### src/rtl/core/sorted_key_value_table_assert.svh
// Assertion macros for the sorted key/value table RTL, used by skvt_ctrl.
// Needs nothing else; each macro takes clock and active-low reset by name.
`ifndef SORTED_KEY_VALUE_TABLE_ASSERT_SVH
`define SORTED_KEY_VALUE_TABLE_ASSERT_SVH

// Same-cycle implication, disabled during reset.
`define SKVT_ASSERT_NOW(lbl, clk, rst_n, pre, post) \
    lbl: assert property (@(posedge clk) disable iff (!rst_n) (pre) |-> (post)) \
        else $error("sorted table check failed");

// Next-cycle implication, disabled during reset.
`define SKVT_ASSERT_NEXT(lbl, clk, rst_n, pre, post) \
    lbl: assert property (@(posedge clk) disable iff (!rst_n) (pre) |=> (post)) \
        else $error("sorted table check failed");

`endif

### src/rtl/core/skvt_pkg.sv
// Package for the sorted key/value table: sizes, codes and payload structs.
// Used by every module of the block; depends on nothing.
package skvt_pkg;

    localparam int CAPACITY   = 64;
    localparam int VALUE_BITS = 64;
    localparam int IDX_BITS   = $clog2(CAPACITY);
    localparam int CNT_BITS   = $clog2(CAPACITY + 1);
    localparam int KEY_BITS   = 32;
    localparam int SLOT_W     = 6;
    localparam int OCC_W      = 7;
    localparam int WORD_W     = 64;

    // request types
    localparam logic [1:0] REQ_LOOKUP = 2'd0;
    localparam logic [1:0] REQ_GET    = 2'd1;
    localparam logic [1:0] REQ_ADD    = 2'd2;
    localparam logic [1:0] REQ_WEAK   = 2'd3;

    // result status codes
    localparam logic [1:0] ST_FOUND    = 2'd0;
    localparam logic [1:0] ST_INSERTED = 2'd1;
    localparam logic [1:0] ST_ABSENT   = 2'd2;
    localparam logic [1:0] ST_FULL     = 2'd3;

    typedef struct packed {
        logic [1:0]                 req_type;
        logic signed [KEY_BITS-1:0] key;
        logic [WORD_W-1:0]          data_word;
        logic                       data_is_nil;
    } t_request;

    typedef struct packed {
        logic [1:0]        status;
        logic [SLOT_W-1:0] slot;
        logic [WORD_W-1:0] entry_value;
        logic              entry_nil;
        logic [OCC_W-1:0]  occupancy;
    } t_result;

    // one stored table entry
    typedef struct packed {
        logic signed [KEY_BITS-1:0] key;
        logic [VALUE_BITS-1:0]      value;
        logic                       nil;
    } t_entry;

    // access from the sequencer to the entry store
    typedef struct packed {
        logic                we;
        logic [IDX_BITS-1:0] waddr;
        t_entry              wdata;
        logic [IDX_BITS-1:0] raddr;
    } t_mem_req;

    // handshake status from the sequencer
    typedef struct packed {
        logic idle;
        logic res_valid;
    } t_ctrl_status;

endpackage

### src/rtl/core/skvt_ctrl.sv
// Sequencer of the sorted key/value table: binary search with one shared key
// comparator, then an entry-by-entry shift for inserts. Depends on skvt_pkg.
module skvt_ctrl import skvt_pkg::*; (
    input  logic         i_clk,
    input  logic         i_rst_n,
    input  logic         i_start,
    input  t_request     i_request,
    input  logic         i_out_free,
    input  t_entry       i_rdata,
    output t_mem_req     o_mem,
    output t_ctrl_status o_status,
    output t_result      o_result
);

    `include "sorted_key_value_table_assert.svh"

    typedef enum logic [2:0] {
        S_IDLE, S_SRCH, S_SCMP, S_FCHK, S_DECIDE, S_SHIFT, S_SHWR, S_INS
    } t_state;

    t_state              r_state;
    t_request            r_req;
    logic [CNT_BITS-1:0] r_lo;
    logic [CNT_BITS-1:0] r_hi;
    logic [CNT_BITS-1:0] r_j;
    logic [CNT_BITS-1:0] r_count;
    logic                r_found;
    logic [VALUE_BITS-1:0] r_old_val;
    logic                r_old_nil;
    logic                r_done;
    t_result             r_res;

    logic [CNT_BITS:0]     w_sum;
    logic [CNT_BITS-1:0]   w_mid;
    logic [CNT_BITS-1:0]   w_jm1;
    logic                  w_key_lt;
    logic                  w_key_eq;
    logic                  w_new_nil;
    logic [VALUE_BITS-1:0] w_new_val;
    logic                  w_upd;

    // shared comparator against the stored key just read
    assign w_key_lt = i_rdata.key < r_req.key;
    assign w_key_eq = i_rdata.key == r_req.key;

    assign w_sum = {1'b0, r_lo} + {1'b0, r_hi};
    assign w_mid = w_sum[CNT_BITS:1];
    assign w_jm1 = r_j - CNT_BITS'(1);

    // value to store; nil values store a zero word
    assign w_new_nil = (r_req.req_type == REQ_GET) || r_req.data_is_nil;
    assign w_new_val = w_new_nil ? '0 : VALUE_BITS'(r_req.data_word);
    assign w_upd     = (r_req.req_type == REQ_ADD) ||
                       ((r_req.req_type == REQ_WEAK) && r_old_nil);

    // drive the store ports from the state
    always_comb begin
        o_mem       = '0;
        o_mem.raddr = w_mid[IDX_BITS-1:0];
        unique case (r_state)
            S_SRCH: begin
                o_mem.raddr = (r_lo < r_hi) ? w_mid[IDX_BITS-1:0] : r_lo[IDX_BITS-1:0];
            end
            S_SHIFT: begin
                o_mem.raddr = w_jm1[IDX_BITS-1:0];
            end
            S_SHWR: begin
                o_mem.we    = 1'b1;
                o_mem.waddr = r_j[IDX_BITS-1:0];
                o_mem.wdata = i_rdata;
            end
            S_DECIDE: begin
                o_mem.we          = r_found && w_upd;
                o_mem.waddr       = r_lo[IDX_BITS-1:0];
                o_mem.wdata.key   = r_req.key;
                o_mem.wdata.value = w_new_val;
                o_mem.wdata.nil   = w_new_nil;
            end
            S_INS: begin
                o_mem.we          = 1'b1;
                o_mem.waddr       = r_lo[IDX_BITS-1:0];
                o_mem.wdata.key   = r_req.key;
                o_mem.wdata.value = w_new_val;
                o_mem.wdata.nil   = w_new_nil;
            end
            default: begin
            end
        endcase
    end

    // sequencer state and registered result
    always_ff @(posedge i_clk) begin
        if (!i_rst_n) begin
            r_state <= S_IDLE;
            r_count <= '0;
            r_done  <= 1'b0;
        end else begin
            unique case (r_state)
                S_IDLE: begin
                    if (r_done) begin
                        // hold the result until the output register can take it
                        if (i_out_free) begin
                            r_done <= 1'b0;
                        end
                    end else if (i_start) begin
                        r_req   <= i_request;
                        r_lo    <= '0;
                        r_hi    <= r_count;
                        r_state <= S_SRCH;
                    end
                end
                S_SRCH: begin
                    if (r_lo < r_hi) begin
                        r_state <= S_SCMP;
                    end else if (r_lo < r_count) begin
                        r_state <= S_FCHK;
                    end else begin
                        r_found <= 1'b0;
                        r_state <= S_DECIDE;
                    end
                end
                S_SCMP: begin
                    if (w_key_lt) begin
                        r_lo <= w_mid + CNT_BITS'(1);
                    end else begin
                        r_hi <= w_mid;
                    end
                    r_state <= S_SRCH;
                end
                S_FCHK: begin
                    r_found   <= w_key_eq;
                    r_old_val <= i_rdata.value;
                    r_old_nil <= i_rdata.nil;
                    r_state   <= S_DECIDE;
                end
                S_DECIDE: begin
                    r_res.slot      <= SLOT_W'(r_lo);
                    r_res.occupancy <= OCC_W'(r_count);
                    if (r_found) begin
                        r_res.status      <= ST_FOUND;
                        r_res.entry_value <= WORD_W'(w_upd ? w_new_val : r_old_val);
                        r_res.entry_nil   <= w_upd ? w_new_nil : r_old_nil;
                        r_done            <= 1'b1;
                        r_state           <= S_IDLE;
                    end else if ((r_req.req_type == REQ_LOOKUP) ||
                                 (r_count >= CNT_BITS'(CAPACITY))) begin
                        r_res.status      <= (r_req.req_type == REQ_LOOKUP) ?
                                             ST_ABSENT : ST_FULL;
                        r_res.entry_value <= '0;
                        r_res.entry_nil   <= 1'b0;
                        r_done            <= 1'b1;
                        r_state           <= S_IDLE;
                    end else begin
                        r_j     <= r_count;
                        r_state <= S_SHIFT;
                    end
                end
                S_SHIFT: begin
                    r_state <= (r_j > r_lo) ? S_SHWR : S_INS;
                end
                S_SHWR: begin
                    r_j     <= w_jm1;
                    r_state <= S_SHIFT;
                end
                S_INS: begin
                    r_count           <= r_count + CNT_BITS'(1);
                    r_res.status      <= ST_INSERTED;
                    r_res.slot        <= SLOT_W'(r_lo);
                    r_res.entry_value <= WORD_W'(w_new_val);
                    r_res.entry_nil   <= w_new_nil;
                    r_res.occupancy   <= OCC_W'(r_count + CNT_BITS'(1));
                    r_done            <= 1'b1;
                    r_state           <= S_IDLE;
                end
                default: begin
                    r_state <= S_IDLE;
                end
            endcase
        end
    end

    assign o_status.idle      = (r_state == S_IDLE) && !r_done;
    assign o_status.res_valid = (r_state == S_IDLE) && r_done && i_out_free;
    assign o_result           = r_res;

    // the table never holds more than its capacity
    `SKVT_ASSERT_NOW(a_count_cap, i_clk, i_rst_n, 1'b1, r_count <= CNT_BITS'(CAPACITY))
    // the count moves only when a new entry is written
    `SKVT_ASSERT_NEXT(a_count_hold, i_clk, i_rst_n, r_state != S_INS, $stable(r_count))
    // a shift write always lands above the insertion point
    `SKVT_ASSERT_NOW(a_shift_above, i_clk, i_rst_n, r_state == S_SHWR, r_j > r_lo)
    // an insert happens only with room in the table
    `SKVT_ASSERT_NOW(a_ins_room, i_clk, i_rst_n, r_state == S_INS,
        r_count < CNT_BITS'(CAPACITY))

endmodule

### config.mk
export PLATFORM = sky130hd
export DESIGN_NAME = skvt_ctrl
export DESIGN_NICKNAME = d
export VERILOG_FILES = /design/src/rtl/core/skvt_pkg.sv /design/src/rtl/core/skvt_ctrl.sv
export VERILOG_INCLUDE_DIRS = /design/src /design/src/rtl/core
export SDC_FILE = /design/constraint.sdc
export NUM_CORES = 1
export LEC_CHECK = 0
export BUFFER_PORTS_ARGS = -buffer_cell sky130_fd_sc_hd__buf_2
export CORE_ASPECT_RATIO = 1.25
export CORE_MARGIN = 4
export CORE_UTILIZATION = 30
export CTS_CLUSTER_DIAMETER = 80
export CTS_CLUSTER_SIZE = 14
export DETAILED_ROUTE_END_ITERATION = 8
export HOLD_SLACK_MARGIN = 0.15
export SLEW_MARGIN = 20
export SYNTH_ARGS = -nofsm -noshare
export SYNTH_HDL_FRONTEND = slang
export SYNTH_SLANG_ARGS = --single-unit
### constraint.sdc
create_clock -name i_clk -period 5 [get_ports i_clk]
set_input_delay 0.5 -clock i_clk [delete_from_list [all_inputs] [get_ports i_clk]]
set_output_delay 0.5 -clock i_clk [all_outputs]
set_load 0.02 [all_outputs]
==> impl_metrics.env <==
export IMPL_outcome="complete, no violations"
export IMPL_drt_iter0_markers=633
export IMPL_leakagePower_uw=0.00719
export IMPL_crit_required_ps=4500
export IMPL_syn_inst=1058
export IMPL_synth_area_leaders="edfxtp_1, ha_1, a32o_1"
export IMPL_post_cts_setup_buffer_count=0
export IMPL_routed_top_layer="met4"
export IMPL_vias=10800
export IMPL_critical_path_max_fanout=37
export IMPL_skew_ps=28.7
export IMPL_power_density_nw_per_um2=310
export IMPL_io_pins=392
export IMPL_gr_usage_all_layers_pct=17.8
export IMPL_hold_ws_ps=194
export IMPL_die_h_um=240
export IMPL_wl_met1_mm=16.6
export IMPL_detail_route_wl_per_cell_um=20.1
export IMPL_rsz0062_at_grt="no"
export IMPL_grt_pass1_wl_mm=66.0
export IMPL_peakVddDrop_mv=0.240
export IMPL_synth_fp_nets=1319
export IMPL_synthArstFlopShare_pct=0
export IMPL_yosys_area_top_type="edfxtp_1"
export IMPL_cts_tree="yes"
export IMPL_drv_cap=0
export IMPL_drt_wl_total_mm=43.2
export IMPL_first_pass_iters=5
export IMPL_grt_pass1_vias=11200
export IMPL_areaGrowthSynthToFinish_pct=37.9
export IMPL_syn_area_um2=12900
export IMPL_antenna_left=0
export IMPL_rows=84
export IMPL_worstSkewPairLatency_ps=560
export IMPL_place_gp_congestion=0.868
export IMPL_remaining_drc_errors=0
export IMPL_dieArea_um2=46500
export IMPL_synth_area_per_cell_um2=12.2
export IMPL_dp_hpwl_mm=28.7
export IMPL_n_fill_cell=3991
export IMPL_postLayoutCoreUtil_pct=42.1
export IMPL_layout_drive_gt1_share_pct=29.2
export IMPL_die_width_um=194
export IMPL_antenna_found_initial=1
export IMPL_holdCritPathClass="in -> reg"
export IMPL_fmax_ghz=0.231
export IMPL_synth_flop_cell="edfxtp_1"
export IMPL_tightest_slew_ps=1030
export IMPL_dp_cells=1953
export IMPL_end_kind="output pin"
export IMPL_tns_ps=0
export IMPL_clk_pin_slew_ps=70
export IMPL_setup_violations=0
export IMPL_initial_utilization_pct=30.6
export IMPL_crit_type="reg -> out"
export IMPL_maxSlewViolCount=0
export IMPL_overflow=0
export IMPL_wl_met3_mm=3.06
export IMPL_vias_per_cell=5.00
export IMPL_synth_edf_count=266
export IMPL_slew_headroom_pct=31.0
export IMPL_cts_buffers=26
export IMPL_cts_sinks=277
export IMPL_nets=1843
export IMPL_cts_max_level=1
export IMPL_finalHoldViolCount=0
export IMPL_clockBufferDepth=3
export IMPL_wl_met2_mm=22.0
export IMPL_fin_crit_ps=4320
export IMPL_root_buffer="clkbuf_16"
export IMPL_arrival_ps=3820
export IMPL_cp_start_kind="flop"
export IMPL_portBuffers=391
export IMPL_layoutNonFillerInstCount=2154
export IMPL_seq_area_frac_synth_pct=63.4
export IMPL_grt_start_max_net_pins=130
export IMPL_timing_final_crit_share_pct=86.5
export IMPL_ys_seq_elements=277
export IMPL_synth_cell_types=68
export IMPL_ys_warn_count=0
export IMPL_core_area_um2=42400
export IMPL_yosysTopAreaCellShare_pct=61.7
==> metrics by stage <==
stage	area [um2]	total power, uW	setup WS, ps
after floorplan	12900	3290	1130
after global placement	15500	3610	1490
after detailed placement	15500	3620	1330
after CTS	17800	5610	1060
after global routing	17800	5800	371
final	17800	5520	675
==> final cells by class <==
type                       count  area, um2  share of cell area, %
antenna                        1       2.50                 0.0140
clock inverter                 6       68.8                  0.386
sequential                   277       8210                   46.0
timing repair buffer         563       3670                   20.6
multi-input combinational    651       4270                   24.0
inverter                      63        236                   1.33
clock buffer                  34        681                   3.81
tap                          559        699                   3.92
==> metal layers <==
metal  vias up  GRT usage [%]
li1       5021              -
met1      5175           21.5
met3        92           3.59
met4         0           6.46
met2       473           31.6
met5         -              0
==> path summary, 6_finish.rpt <==
check / from / endpoint / slack (ps) / cells after the start
setup / recovery: r_state[2] / o_mem[98] / 680 / 5
hold / removal: i_rdata[27] / r_old_val[26] / 190 / 1
setup reg to reg: r_req[80] / r_lo[6] / 1720 / 9
hold reg to reg: r_done / r_done / 540 / 1
==> repair_timing <==
| item | 4_1_cts | 5_1_grt |
|---|---|---|
| resized for setup | 0 | 0 |
| hold endpoints to repair | 160 | 0 |
| hold buffers | 160 | 0 |
==> worst max-delay path: stages (launching register included) <==
cell and delay, ps:
dfxtp_1 690, inv_1 410, nor3_2 450, clkinv_1 870
o21ai_0 590, buf_2 240
==> power by group <==
part | total, uW | switching (uW) | internal, uW
logic | 923 | 560 | 363
clock network | 1850 | 884 | 968
registers | 2750 | 68.9 | 2680
total | 5520 | 1510 | 4010
==> kinds of logic (layout without fill, tap and decap cells) <==
family	count (synthesis)	count (layout)	share of synthesized area, %
xor gates and xnor gates	22	22	1.55
DFF	277	277	63.4
muxes	2	2	0.164
and+or+nand+nor	310	310	11.3
AOI/OAI and AO/OA	256	256	13.6
adders and majority gates	61	61	5.96
buffers and inverters	130	666	4.00
other	0	1	0
==> cell usage in the layout, fill, tap and decap left out, types with 3 or more instances in the layout <==
cell type	synthesis	final
nand2_1	133	132
a21oi_1	93	92
xnor2_1	17	17
dlygate4sd3_1	0	160
buf_2	6	391
nor2b_1	4	4
nor2_1	37	35
a211oi_1	6	6
buf_4	3	10
nand4_1	4	4
o21ai_0	54	54
nand3_1	80	80
a221oi_1	4	4
clkbuf_16	0	26
clkbuf_1	50	8
a41oi_1	3	3
inv_1	63	62
a31oi_1	3	3
dfxtp_1	11	11
and2_1	11	10
a32o_1	64	64
a21o_1	5	5
ha_1	60	60
nand2b_1	4	4
edfxtp_1	266	266
xor2_1	4	4
nor4_1	3	3
nor3_1	12	11
==> flip-flops by register name, summed over array words and instances (netlist names) <==
signal	flops
o_result	80
r_count	7
r_done	1
r_found	1
r_hi	7
r_j	7
r_lo	7
r_old_nil	1
r_old_val	64
r_req	99
r_state	3
==> cells in the mapped netlist, types with 5 or more instances <==
cell type	instances
a21o_1	5
dfxtp_1	11
o21ai_0	54
nand2_1	133
nand3_1	80
and2_1	11
a32o_1	64
edfxtp_1	266
buf_2	6
a211oi_1	6
clkbuf_1	50
a21oi_1	93
xnor2_1	17
buf_1	6
inv_1	63
nor3_1	12
nor2_1	37
ha_1	60
Note: power is estimated with default switching activity, not from simulation.
